`src/hw/rtl/fcv_pkg.sv`:
```
// Shared types and constants for the frame check value block.
package fcv_pkg;

    typedef enum logic [1:0] {
        MODE_CRC16 = 2'd0,
        MODE_LRC   = 2'd1,
        MODE_XOR   = 2'd2,
        MODE_SUM   = 2'd3
    } check_mode_t;

    typedef enum logic [1:0] {
        REG_CHECK_MODE = 2'd0,
        REG_CRC_POLY   = 2'd1,
        REG_CRC_INIT   = 2'd2
    } reg_index_t;

    localparam int unsigned CRC_W   = 16;
    localparam int unsigned BYTE_W  = 8;
    localparam int unsigned ADDR_W  = 4;
    localparam int unsigned DATA_W  = 32;

    localparam logic [CRC_W-1:0] CRC_POLY_RESET = 16'hA001;
    localparam logic [CRC_W-1:0] CRC_INIT_RESET = 16'hFFFF;

endpackage

```
`src/hw/rtl/fcv_crc_step.sv`:
```
// Reflected CRC-16 update over one byte, eight bit steps unrolled.
module fcv_crc_step
(
    input  logic [fcv_pkg::CRC_W-1:0]  crc_in,
    input  logic [fcv_pkg::BYTE_W-1:0] data_in,
    input  logic [fcv_pkg::CRC_W-1:0]  poly,
    output logic [fcv_pkg::CRC_W-1:0]  crc_out
);

    always_comb
    begin
        logic [fcv_pkg::CRC_W-1:0] crc;
        crc = crc_in ^ {{(fcv_pkg::CRC_W - fcv_pkg::BYTE_W){1'b0}}, data_in};
        for (int k = 0; k < fcv_pkg::BYTE_W; k++)
        begin
            if (crc[0])
            begin
                crc = (crc >> 1) ^ poly;
            end
            else
            begin
                crc = crc >> 1;
            end
        end
        crc_out = crc;
    end

endmodule

```
`src/hw/rtl/frame_check_value_multi_mode_core.sv`:
```
// Top level: frame check value generator with CRC-16, LRC, XOR and sum modes.
//
// Frame bytes enter on the input channel, one transfer per byte, with
// last_byte set on the final byte; each frame yields one check_value transfer.
// The block takes one byte per cycle when the output side keeps up: a byte is
// registered at the input, folded into the accumulators through the unrolled
// eight-bit CRC step as it leaves the input register, and a frame's result is
// stored in the output register when the last byte advances, raising out_valid.
// While a result waits in the output register, a following last byte holds in
// the input register and the input stalls.
// Mode, polynomial and initial value sit in APB registers at 0x0, 0x4 and 0x8;
// the initial value is loaded on the first byte of every frame.
module frame_check_value_multi_mode_core
(
    input  logic                          clk,
    input  logic                          rst_n,

    input  logic                          psel,
    input  logic                          penable,
    input  logic                          pwrite,
    input  logic [fcv_pkg::ADDR_W-1:0]    paddr,
    input  logic [fcv_pkg::DATA_W-1:0]    pwdata,
    output logic [fcv_pkg::DATA_W-1:0]    prdata,
    output logic                          pready,

    input  logic                          in_valid,
    output logic                          in_ready,
    input  logic [fcv_pkg::BYTE_W-1:0]    data_byte,
    input  logic                          last_byte,

    output logic                          out_valid,
    input  logic                          out_ready,
    output logic [fcv_pkg::CRC_W-1:0]     check_value
);

    fcv_pkg::check_mode_t              check_mode_reg;
    logic [fcv_pkg::CRC_W-1:0]         crc_poly_reg;
    logic [fcv_pkg::CRC_W-1:0]         crc_init_reg;

    logic                              in_valid_reg;
    logic [fcv_pkg::BYTE_W-1:0]        in_data_reg;
    logic                              in_last_reg;

    logic                              in_frame_reg;
    logic [fcv_pkg::CRC_W-1:0]         crc_acc_reg;
    logic [fcv_pkg::BYTE_W-1:0]        byte_acc_reg;

    logic                              out_valid_reg;
    logic [fcv_pkg::CRC_W-1:0]         out_value_reg;

    logic                              cfg_write;
    fcv_pkg::reg_index_t               cfg_index;
    logic                              out_free;
    logic                              advance;
    logic [fcv_pkg::CRC_W-1:0]         crc_base;
    logic [fcv_pkg::BYTE_W-1:0]        byte_base;
    logic [fcv_pkg::CRC_W-1:0]         crc_next;
    logic [fcv_pkg::BYTE_W-1:0]        byte_next;
    logic [fcv_pkg::BYTE_W-1:0]        lrc_value;
    logic [fcv_pkg::CRC_W-1:0]         value_next;

    assign pready    = 1'b1;
    assign cfg_write = psel && penable && pwrite && pready;
    assign cfg_index = fcv_pkg::reg_index_t'(paddr[fcv_pkg::ADDR_W-1:2]);

    always_comb
    begin
        case (cfg_index)
            fcv_pkg::REG_CHECK_MODE: prdata = {30'd0, check_mode_reg};
            fcv_pkg::REG_CRC_POLY:   prdata = {16'd0, crc_poly_reg};
            fcv_pkg::REG_CRC_INIT:   prdata = {16'd0, crc_init_reg};
            default:                 prdata = '0;
        endcase
    end

    always_ff @(posedge clk or negedge rst_n)
    begin
        if (!rst_n)
        begin
            check_mode_reg <= fcv_pkg::MODE_CRC16;
            crc_poly_reg   <= fcv_pkg::CRC_POLY_RESET;
            crc_init_reg   <= fcv_pkg::CRC_INIT_RESET;
        end
        else if (cfg_write)
        begin
            case (cfg_index)
                fcv_pkg::REG_CHECK_MODE:
                    check_mode_reg <= fcv_pkg::check_mode_t'(pwdata[1:0]);
                fcv_pkg::REG_CRC_POLY:
                    crc_poly_reg <= pwdata[fcv_pkg::CRC_W-1:0];
                fcv_pkg::REG_CRC_INIT:
                    crc_init_reg <= pwdata[fcv_pkg::CRC_W-1:0];
                default:
                    ;
            endcase
        end
    end

    // hold a last byte only while the result register stays full
    assign out_free = !out_valid_reg || out_ready;
    assign advance  = in_valid_reg && (!in_last_reg || out_free);
    assign in_ready = !in_valid_reg || advance;

    assign crc_base  = in_frame_reg ? crc_acc_reg : crc_init_reg;
    assign byte_base = in_frame_reg ? byte_acc_reg : '0;

    fcv_crc_step u_crc_step
    (
        .crc_in  (crc_base),
        .data_in (in_data_reg),
        .poly    (crc_poly_reg),
        .crc_out (crc_next)
    );

    assign byte_next = (check_mode_reg == fcv_pkg::MODE_XOR) ? (byte_base ^ in_data_reg)
                                                             : (byte_base + in_data_reg);
    assign lrc_value = (~byte_next) + 8'd1;

    always_comb
    begin
        case (check_mode_reg)
            fcv_pkg::MODE_CRC16: value_next = {crc_next[7:0], crc_next[15:8]};
            fcv_pkg::MODE_LRC:   value_next = {8'd0, lrc_value};
            default:             value_next = {8'd0, byte_next};
        endcase
    end

    always_ff @(posedge clk or negedge rst_n)
    begin
        if (!rst_n)
        begin
            in_valid_reg  <= 1'b0;
            in_frame_reg  <= 1'b0;
            out_valid_reg <= 1'b0;
        end
        else
        begin
            if (in_ready)
            begin
                in_valid_reg <= in_valid;
            end
            if (advance)
            begin
                in_frame_reg <= !in_last_reg;
            end
            if (advance && in_last_reg)
            begin
                out_valid_reg <= 1'b1;
            end
            else if (out_ready)
            begin
                out_valid_reg <= 1'b0;
            end
        end
    end

    always_ff @(posedge clk)
    begin
        if (in_valid && in_ready)
        begin
            in_data_reg <= data_byte;
            in_last_reg <= last_byte;
        end
        if (advance)
        begin
            crc_acc_reg  <= crc_next;
            byte_acc_reg <= byte_next;
        end
        if (advance && in_last_reg)
        begin
            out_value_reg <= value_next;
        end
    end

    assign out_valid   = out_valid_reg;
    assign check_value = out_value_reg;

`ifndef SYNTHESIS
    a_frame_closes: assert property (@(posedge clk) disable iff (!rst_n)
        (advance && in_last_reg) |=> !in_frame_reg)
        else $error("frame state not cleared after last byte");

    a_result_from_last: assert property (@(posedge clk) disable iff (!rst_n)
        $rose(out_valid_reg) |-> $past(advance && in_last_reg))
        else $error("result raised without a last byte");

    a_stall_only_on_last: assert property (@(posedge clk) disable iff (!rst_n)
        !in_ready |-> (in_valid_reg && in_last_reg && out_valid_reg && !out_ready))
        else $error("input stalled without a full result register");
`endif

endmodule

```
`config.mk`:
```
export PLATFORM = sky130hd
export DESIGN_NAME = frame_check_value_multi_mode_core
export DESIGN_NICKNAME = d
export VERILOG_FILES = /design/src/hw/rtl/fcv_pkg.sv /design/src/hw/rtl/fcv_crc_step.sv /design/src/hw/rtl/frame_check_value_multi_mode_core.sv
export SDC_FILE = /design/constraint.sdc
export NUM_CORES = 1
export LEC_CHECK = 0
export ABC_CLOCK_PERIOD_IN_PS = 13800
export BUFFER_PORTS_ARGS = -buffer_cell sky130_fd_sc_hd__buf_2
export CORE_UTILIZATION = 43
export CTS_BUF_LIST = sky130_fd_sc_hd__clkbuf_16
export DETAILED_ROUTE_END_ITERATION = 7
export SYNTH_ARGS = -nofsm -noshare
export SYNTH_HDL_FRONTEND = slang
export SYNTH_SLANG_ARGS = --single-unit
```
`constraint.sdc`:
```
create_clock -name clk -period 13.8 [get_ports clk]
set_clock_uncertainty 0.15 [all_clocks]
set_input_delay 2.07 -clock clk [delete_from_list [all_inputs] [get_ports clk]]
set_output_delay 2.07 -clock clk [all_outputs]
set_load 0.02 [all_outputs]
```
==> run metrics, run 1 <==
status complete, no violations; area leader, netlist edfxtp_1; first-pass GRT wire length 26,690 µm; PortBufs 67; Placer Congestion 0.8724; pre-CTS setup slack 7.898 ns; top cells by area, synth edfxtp_1, xnor2_1, dfstp_2; Skew-Pair Late Insertion Delay 0.36 ns; crit path to prdata[4]; Tot GR Track Use 22.15%; Synth top area share 22.31%; pin count of the biggest net entering global routing 44; Setup Buffers After CTS 0; antenna violations before repair 0; Starting DRT DRC Count 414; Tightest Pin Transition 1.269 ns; area grow syn2layout 10.38%; row cnt 44; Fmax 168.2 MHz; Ys Warns 0; Arr. time, crit path 3.72 ns; final number of setup-violating endpoints 0; Avg Vias per Cell 5.491; mean routed wirelength per cell 18.48 µm; crit path capture type output port; Slowest cell on crit path nor2b_1; Vias 4,997; post-synth design cell area 6594 µm²; sequential fraction of the synthesis area 36.72%; hold depth 2; # DRC 0; Die X-Extent 125.8 µm; crit-path cells buf_2, nor2b_1, a22o_1, buf_2; R2R cell count 14; Ports 103; First-pass DRT Iterations 5; Crit Path Category in -> out; crit path time final 5.944 ns; most common cell in the netlist nand2_1; FFs w/ async S/R, synth 43.02%; EDFF count, synth 49; Critical path origin paddr[3]; Starting Density 44.69%; setup TNS 0 ns; CP most frequent cell buf_2; Detail Route Antenna Nets 0; Reg2Reg Setup Slack 7.97 ns; antenna cell count 0; Final Hold Fails 0; H-tree levels 3; clock tree sinks 86; Cells after Synth 682; Startpoint Class input port; syn_area_per_cell 9.668 µm²; Crit Reg-Reg Startpoint crc_poly_reg[0]; Core ar. 14,750 µm²; TritonCTS Buffers 9; Hold/Removal Path Class reg -> reg; Req. time, crit path 11.58 ns; Post-CTS Resized 0; period utilization 43.07%; Remaining Overflow, GRT 0; CTS tree done; worst rel slew slack 15.24%; clock transition at the registers of the reported paths 0.07 ns; Clock Tree Root clkbuf_16; RSZ-0062 raised after global routing false; cts hold-fix bufs 0; vias in the first global route 4,890; die height 125.8 µm; Detailed Place HPWL 12,210 µm; Post-synth top flop edfxtp_1; FF-to-FF End check_value[1]; Clock Path Buffers 2; Largest stage delay, worst path 0.99 ns; Max Slew Vio Count 0; synth unique cells 64; layout cells sized above 1 23.42%; worst setup margin 7.856 ns; crit path max fanout 16; die area 15,830 µm²; NumNets Final 782; max cap viols 0; Seq cells post-synth 86; total wire length 16,820 µm; top cells by count, synth nand2_1, xnor2_1, edfxtp_1
==> worst min path at each step <==
stage	from	end	slack (ns)
after global routing	out_valid	out_valid	0.43
after floorplan	in_last_reg	out_valid	0.34
after CTS	out_valid	out_valid	0.38
final	out_valid	out_valid	0.38
after global placement	out_valid	out_valid	0.34
after detailed placement	out_valid	out_valid	0.36
==> layout make-up <==
class,count,area (µm²)
fillers,1385,7476
multi-input cells,534,3870
flip-flops and latches,86,2421
repair buffers,77,410.4
well taps,184,230.2
clock buffers,9,225.2
clock inverters,7,72.57
inverters,13,48.80
==> stage by stage <==
step                util [%]  cell area [µm²]  hold slack (ns)  std cells
floorplan                  -             6650           0.3357        697
global placement       47.31             6980           0.3358        894
detailed placement     47.31             6980           0.3593        894
CTS                    49.33             7278           0.3762        910
global route           49.33             7278           0.4280        910
finish                 49.33             7278           0.3758        910
==> logic make-up (layout without fill, tap and decap cells) <==
logic type | after synthesis | after routing | synth area share, %
simple gates | 213 | 213 | 14.42
xor+xnor | 125 | 125 | 19.07
compound gates | 111 | 111 | 11.78
flops | 86 | 86 | 36.72
buf+inv | 77 | 106 | 5.655
mux | 59 | 59 | 10.42
fa+ha+maj | 9 | 9 | 1.822
other cells | 2 | 17 | 0.1139
==> cells in the final DEF, fill, tap and decap left out, drive strengths merged, types with 4 or more instances in the layout <==
master	Yosys	layout
a211oi	4	4
a21o	6	6
a21oi	15	15
a22o	22	22
a31oi	6	6
a32oi	10	10
and2	10	10
buf	25	77
clkbuf	39	9
clkinv	0	4
conb	2	17
dfrtp	18	18
dfstp	19	19
edfxtp	49	49
ha	8	8
inv	13	14
mux2	37	37
mux2i	21	21
nand2	124	124
nand3	8	8
nor2	30	30
nor2b	17	17
nor3	6	6
nor3b	4	4
o21ai	33	33
xnor2	94	94
xnor3	6	6
xor2	24	24
==> routing by layer <==
layer / part of all wire (%) / track usage (%) / wire, µm / vias to the layer above
met1: 45 / 29.02 / 7520 / 2393
met4: 3.5 / 10.28 / 591 / 0
met5: 0 / 0 / 0 / -
met2: 47 / 35.98 / 7901 / 171
met3: 4.8 / 3.568 / 804 / 40
li1: - / - / - / 2393
==> critical path: cells and delay by family <==
kind	cells	cell delay (ns)
AO/OA/AOI/OAI	1	0.32
AND/OR/NAND/NOR	1	0.99
buffers and inverters	2	0.33
Power of run 1 is not shown: default switching activity piles up to over one toggle a cycle in this logic, so the estimate is an artifact.
==> run 2, diff against run 1 <==
ABC_AREA = 1   (was unset)
ABC_CLOCK_PERIOD_IN_PS = 4900   (was 13800)
PLACE_DENSITY = 0.66   (was unset)
clock period = 4.9 ns   (was 13.8 ns; I/O delays follow)
==> run 2 against run 1 <==
Net effect:
- synthesized cell count rose by 31%
- wire length decreased by 1.9%
- die area up 0.62%
- synthesized area increased by 0.63%
- critical path type is now reg -> reg
- flip-flop and latch count unchanged
- register-to-register slack lost 7.4 ns
- via count increased by 12%
- cell count up 24%
- critical path depth is 23 higher
- clock-buffer cell count unchanged
==> run metrics, run 2 <==
Ys Warns 0 (unchanged); top cells by area, synth edfxtp_1, nand2_1, dfstp_2 (was edfxtp_1, xnor2_1, dfstp_2); Remaining Overflow, GRT 0 (unchanged); crit path time final 4.348 ns; Seq cells post-synth 86 (unchanged); Post-synth top flop edfxtp_1 (unchanged); logic gate share of total power 60.2%; RSZ-0062 raised after global routing false (unchanged); Detail Route Antenna Nets 0 (unchanged); Req. time, crit path 4.85 ns (was 11.58 ns); NumNets Final 993 (was 782); mean routed wirelength per cell 14.66 µm (was 18.48 µm); Pint 0.002445 W; crit path to check_value[5] (was prdata[4]); syn_area_per_cell 7.438 µm² (was 9.668 µm²); most frequent cells in the layout nand2_1, inv_1, buf_2, nand3_1, xnor2_1 (was nand2_1, xnor2_1, buf_2, edfxtp_1, mux2_2); area grow syn2layout 8.505% (was 10.38%); Crit Reg-Reg Startpoint in_frame_reg (was crc_poly_reg[0]); row cnt 45 (was 44); final number of setup-violating endpoints 0 (unchanged); setup TNS 0 ns (unchanged); Max Slew Vio Count 0 (unchanged); Placer Congestion 0.8495 (was 0.8724); Setup Buffers After CTS 0 (unchanged); die height 126.2 µm (was 125.8 µm); vias in the first global route 5,186 (was 4,890); Critical path origin in_frame_reg (was paddr[3]); fin area 7199 µm² (was 7278 µm²); Clock Tree Root clkbuf_16 (unchanged); Synth top area share 22.18% (was 22.31%); Tot GR Track Use 21.99% (was 22.15%); R2R cell count 27 (was 14); period utilization 88.74%; Vias 5,594 (was 4,997); Core ar. 15,150 µm² (was 14,750 µm²); Ports 103 (unchanged); layout cells sized above 1 17.50% (was 23.42%); clock transition at the registers of the reported paths 0.06 ns (was 0.07 ns); FF-to-FF End check_value[5] (was check_value[1]); TritonCTS Buffers 9 (unchanged); Starting Density 43.81% (was 44.69%); Cell Pwr Density 663.2 nW/µm²; max cap viols 0 (unchanged); Clock Path Buffers 2 (unchanged); power share of the sequential group 26.5%; Pleak 3.495 nW; sequential fraction of the synthesis area 36.49% (was 36.72%); Sw Pwr 0.002330 W; Clock Power Share 13.3%; Crit Path Category reg -> reg (was in -> out); Skew-Pair Late Insertion Delay 0.36 ns (about the same); Final Hold Fails 0 (unchanged); status complete, no violations (unchanged); worst rel slew slack 21.11% (was 15.24%); # DRC 0 (unchanged); Hold/Removal Path Class in -> async (was reg -> reg); Avg Vias per Cell 4.972 (was 5.491); Startpoint Class register (was input port); Tot Pwr 0.004775 W; FFs w/ async S/R, synth 43.02% (unchanged); most common cell in the netlist nand2_1 (unchanged); antenna cell count 0 (unchanged); total wire length 16,490 µm (was 16,820 µm); area leader, netlist edfxtp_1 (unchanged); placed cell area 6933 µm² (was 6980 µm²); Reg2Reg Setup Slack 0.55 ns (was 7.97 ns); Max IR drop VDD 0.0002902 V; Fmax 230.0 MHz; register area 2421 µm² (unchanged); Cells after Synth 892 (was 682); switching share of power 48.79%; pin count of the biggest net entering global routing 38 (was 44); crit path capture type register (was output port); die area 15,930 µm² (was 15,830 µm²); CTS tree done (unchanged); H-tree levels 3 (unchanged); Arr. time, crit path 4.30 ns (was 3.72 ns); EDFF count, synth 49 (unchanged); top cells by count, synth nand2_1, inv_1, nand3_1, xnor2_1, o21ai_0 (was nand2_1, xnor2_1, edfxtp_1); post-synth design cell area 6635 µm² (was 6594 µm²); antenna violations before repair 0 (unchanged); Detailed Place HPWL 12,130 µm (was 12,210 µm); filler cell count 1,495 (was 1,385); clock tree sinks 86 (unchanged); PortBufs 67 (unchanged); most common cell after layout, fill and taps aside nand2_1 (unchanged); area occupied by multi-input gates 3425 µm² (was 3870 µm²); Tightest Pin Transition 1.180 ns (was 1.269 ns); First-pass DRT Iterations 5 (unchanged); Starting DRT DRC Count 333 (was 414); crit path max fanout 21 (was 16); first-pass GRT wire length 26,770 µm (was 26,690 µm); Die X-Extent 126.2 µm (was 125.8 µm); synth unique cells 40 (was 64)
run 2: cell count changes in the layout (fill, tap and decap cells not counted), sizes merged, moves of 25 or more:
cell	delta
mux2	-37
nand2	+168
nor2	+25
inv	+113
xnor2	-37
nand3	+66
run 2: timing repair:
| action | CTS | global route |
|---|---|---|
| resized for setup | 0 | 1 |
| hold buffers | 0 | 0 |
| setup endpoints to repair | 0 | 4 |
run 2: through the flow:
stage / std cells / hold WS (ns) / worst slack (ns) / util (%)
final: 1125 / 0.3380 / 0.5517 / 47.53
after global routing: 1125 / 0.3542 / 0.1285 / 47.53
after CTS: 1125 / 0.3428 / 0.4139 / 47.50
after detailed placement: 1109 / 0.3328 / 0.4265 / 45.77
after global placement: 1109 / 0.3276 / 0.4775 / 45.77
after floorplan: 907 / 0.2894 / 1.674 / -
run 2: worst max-delay path, stage by stage, from the launching register on:
cell	delay, ns
dfrtp_1	0.50
buf_4	0.22
nand2_1	0.09
nand3_2	0.11
nand2_4	0.24
nand3_2	0.12
nand2_4	0.11
nand3_1	0.09
nand2_2	0.17
nand2_1	0.07
nand2_1	0.17
nand3_2	0.10
inv_1	0.08
nand2_2	0.07
nand2_4	0.21
nand3_2	0.16
nand2_4	0.23
nor2_2	0.07
nand2_4	0.11
nand2_2	0.20
inv_1	0.16
nand2_1	0.08
nand2_1	0.11
nand2_1	0.06
nand2_1	0.06
nand2_1	0.07
nand3_1	0.16
nand2_1	0.09
run 2: cell families after synthesis:
family | count (synthesis) | share of synthesized area, %
flops | 86 | 36.49
simple gates | 428 | 28.79
xor+xnor | 95 | 12.54
other cells | 2 | 0.1132
fa+ha+maj | 9 | 1.810
buf+inv | 184 | 12.82
compound gates | 88 | 7.430
run 2: power by group through the flow:
stage | logic, W | registers [W] | clock network, W
4_1_cts | 0.00285 | 0.00126 | 0.000638
3_3_place_gp | 0.00279 | 0.00127 | 0
2_1_floorplan | 0.00238 | 0.00122 | 0
6_report | 0.00288 | 0.00127 | 0.000633
3_5_place_dp | 0.00284 | 0.00127 | 0
5_1_grt | 0.00323 | 0.00129 | 0.000669
run 2: worst min-delay path by stage:
stage	endpoint	cells past startpoint	slack (ns)
2_1_floorplan	check_mode_reg[0]	0	0.29
4_1_cts	crc_init_reg[12]	2	0.34
3_5_place_dp	crc_init_reg[12]	2	0.33
6_report	crc_poly_reg[12]	1	0.34
3_3_place_gp	crc_init_reg[8]	2	0.33
5_1_grt	crc_init_reg[5]	2	0.35
run 2: area by class of cell:
cell class	count	area share, %
flip-flops and latches	86	33.63
inverters	123	6.413
multi-input cells	637	47.57
clock buffers	9	3.128
repair buffers	75	5.492
clock inverters	7	0.5040
well taps	188	3.267
run 2: layer usage:
metal  global-route usage [%]  wire [µm]  vias up
li1                         -          -     2823
met1                    29.46       7852     2585
met2                    35.88       7422      167
met3                    4.376        928       19
met4                    6.520        286        0
met5                        0          0        -
Power figures use the tool's default switching activity.
==> run 3, diff against run 2 <==
--- a/config.mk
+++ b/config.mk
@@ -14,2 +14,3 @@
 export PLACE_DENSITY = 0.66
+export SKIP_CTS_REPAIR_TIMING = 1
 export SYNTH_ARGS = -nofsm -noshare
==> constraint.sdc (replaced) <==
create_clock -name clk -period 4.9 [get_ports clk]
set_clock_uncertainty 0.15 [all_clocks]
set_input_delay 0.98 -clock clk [delete_from_list [all_inputs] [get_ports clk]]
set_output_delay 0.98 -clock clk [all_outputs]
set_load 0.02 [all_outputs]
==> run 3 against run 2 <==
Net effect:
- non-clock buffer count did not move
- wire length rose by 0.29%
- register-to-register slack got worse by 0.08 ns
- cell count did not move
- first-iteration DRC count rose by 30%
- combinational power barely moved
- worst hold slack improved by 0.0013 ns
==> run metrics, run 3 (synthesized netlist as in run 2, its figures left out) <==
Arr. time, crit path 4.38 ns (was 4.30 ns); crit path time final 4.425 ns (was 4.348 ns); Avg Vias per Cell 5.032 (was 4.972); Max Slew Vio Count 0 (unchanged); antenna violations before repair 0 (unchanged); crit path max fanout 21 (unchanged); Reg2Reg Setup Slack 0.47 ns (was 0.55 ns); Core ar. 15,150 µm² (unchanged); placed cell area 6933 µm² (unchanged); Pleak 3.511 nW (was 3.495 nW); Cell Pwr Density 672.7 nW/µm² (was 663.2 nW/µm²); most common cell after layout, fill and taps aside nand2_1 (unchanged); Routed met1 length 7866 µm (was 7852 µm); Skew-Pair Late Insertion Delay 0.35 ns (was 0.36 ns); Max IR drop VDD 0.0003391 V (was 0.0002902 V); Pint 0.002548 W (was 0.002445 W); clock tree sinks 86 (unchanged); Final Non-Filler Cells 1,125 (unchanged); Ports 103 (unchanged); layout cells sized above 1 17.72% (was 17.50%); die area 15,930 µm² (unchanged); first-pass GRT wire length 26,490 µm (was 26,770 µm); row cnt 45 (unchanged); die height 126.2 µm (unchanged); Fmax 226.0 MHz (was 230.0 MHz); Remaining Overflow, GRT 0 (unchanged); Crit Path Category reg -> reg (unchanged); Tightest Pin Transition 1.136 ns (was 1.180 ns); Die X-Extent 126.2 µm (unchanged); fin area 7249 µm² (was 7199 µm²); highest metal used met4 (unchanged); Hold/Removal Path Class reg -> reg (was in -> async); Starting DRT DRC Count 432 (was 333); RSZ-0062 raised after global routing false (unchanged); H-tree levels 3 (unchanged); Largest stage delay, worst path 0.41 ns (was 0.50 ns); Clock Power Share 15.2% (was 13.3%); clock transition at the registers of the reported paths 0.06 ns (about the same); TritonCTS Buffers 9 (unchanged); total wire length 16,540 µm (was 16,490 µm); hold depth 2; Starting Density 43.81% (unchanged); area grow syn2layout 9.259% (was 8.505%); Detail Route Antenna Nets 0 (unchanged); Startpoint Class register (unchanged); status complete, no violations (unchanged); R2R cell count 26 (was 27); mean routed wirelength per cell 14.70 µm (was 14.66 µm); PortBufs 67 (unchanged); Placer Congestion 0.8622 (was 0.8495); worst rel slew slack 24.06% (was 21.11%); power share of the sequential group 25.9% (was 26.5%); Req. time, crit path 4.85 ns (about the same); most frequent cells in the layout nand2_1, inv_1, buf_2, nand3_1, xnor2_1 (unchanged); Clock Tree Root clkbuf_16 (unchanged); max cap viols 0 (unchanged); Tot GR Track Use 21.90% (was 21.99%); Tot Pwr 0.004877 W (was 0.004775 W); DR WL met2 7384 µm (was 7422 µm); min-delay src crc_init_reg[15]; switching share of power 47.75% (was 48.79%); Sw Pwr 0.002329 W (was 0.002330 W); NumNets Final 993 (unchanged); logic gate share of total power 58.9% (was 60.2%); # DRC 0 (unchanged); vias in the first global route 5,058 (was 5,186); First-pass DRT Iterations 5 (unchanged); hold_ws 0.3393 ns (was 0.3380 ns); CP most frequent cell nand2_1 (unchanged); Inst Count DP 1,109 (unchanged); Crit Reg-Reg Startpoint in_frame_reg (unchanged); Clock Path Buffers 2 (unchanged); CTS tree done (unchanged); Final Hold Fails 0 (unchanged); antenna cell count 0 (unchanged); period utilization 90.31% (was 88.74%); Slowest cell on crit path dfrtp_1 (unchanged); Buf/Inv on CP 3 (unchanged); met3 wire len 957 µm (was 928 µm); Detailed Place HPWL 12,200 µm (was 12,130 µm); crit path capture type register (unchanged); Vias 5,661 (was 5,594); Worst Hold Path EP crc_init_reg[15]; pin count of the biggest net entering global routing 38 (unchanged); final number of setup-violating endpoints 0 (unchanged); filler cell count 1,502 (was 1,495); setup TNS 0 ns (unchanged); CP delay by family, top simple AND/OR/NAND/NOR gates (unchanged); FF-to-FF End crc_acc_reg[1] (was check_value[5])
[run 3: per-stage QoR]
step                setup WS, ns  utilization, %
global placement          0.5661           45.77
CTS                       0.4878           47.86
global route             0.01648           47.86
detailed placement        0.4985           45.77
floorplan                  1.674               -
finish                    0.4747           47.86
[run 3: worst min-delay path, delay by kind of cell (launching register included)]
family / cells / cell delay [ns]
flops: 1 / 0.37
simple gates: 1 / 0.05
compound gates: 1 / 0.07
[run 3: worst max-delay path by stage]
| stage | depth (start not counted) | slack, ns | endpoint | startpoint |
|---|---|---|---|---|
| 2_1_floorplan | 29 | 1.67 | check_value[10] | crc_init_reg[0] |
| 3_3_place_gp | 26 | 0.57 | crc_acc_reg[1] | in_frame_reg |
| 3_5_place_dp | 26 | 0.50 | crc_acc_reg[1] | in_frame_reg |
| 4_1_cts | 26 | 0.49 | check_value[11] | in_frame_reg |
| 5_1_grt | 28 | 0.02 | check_value[11] | in_frame_reg |
| 6_report | 26 | 0.47 | crc_acc_reg[1] | in_frame_reg |
[run 3: area by class of cell]
| type | count | area (µm²) | share of cell area (%) |
|---|---|---|---|
| multi-input cells | 637 | 3420 | 47.17 |
| flip-flops and latches | 86 | 2421 | 33.40 |
| inverters | 123 | 461.7 | 6.369 |
| repair buffers | 75 | 395.4 | 5.454 |
| well taps | 188 | 235.2 | 3.245 |
| clock buffers | 9 | 225.2 | 3.107 |
| clock inverters | 7 | 91.34 | 1.260 |
[run 3: metal layers]
layer  vias up  track usage [%]
met1      2621            30.52
met3        21            3.016
met2       194            34.42
met4         0            8.505
met5         -                0
li1       2825                -
[run 3: power by group through the flow]
stage / logic, W / clock network (W) / registers [W]
2_1_floorplan: 0.00238 / 0 / 0.00122
3_3_place_gp: 0.00280 / 0 / 0.00127
3_5_place_dp: 0.00285 / 0 / 0.00127
4_1_cts: 0.00286 / 0.000751 / 0.00126
5_1_grt: 0.00323 / 0.000783 / 0.00129
6_report: 0.00287 / 0.000740 / 0.00126
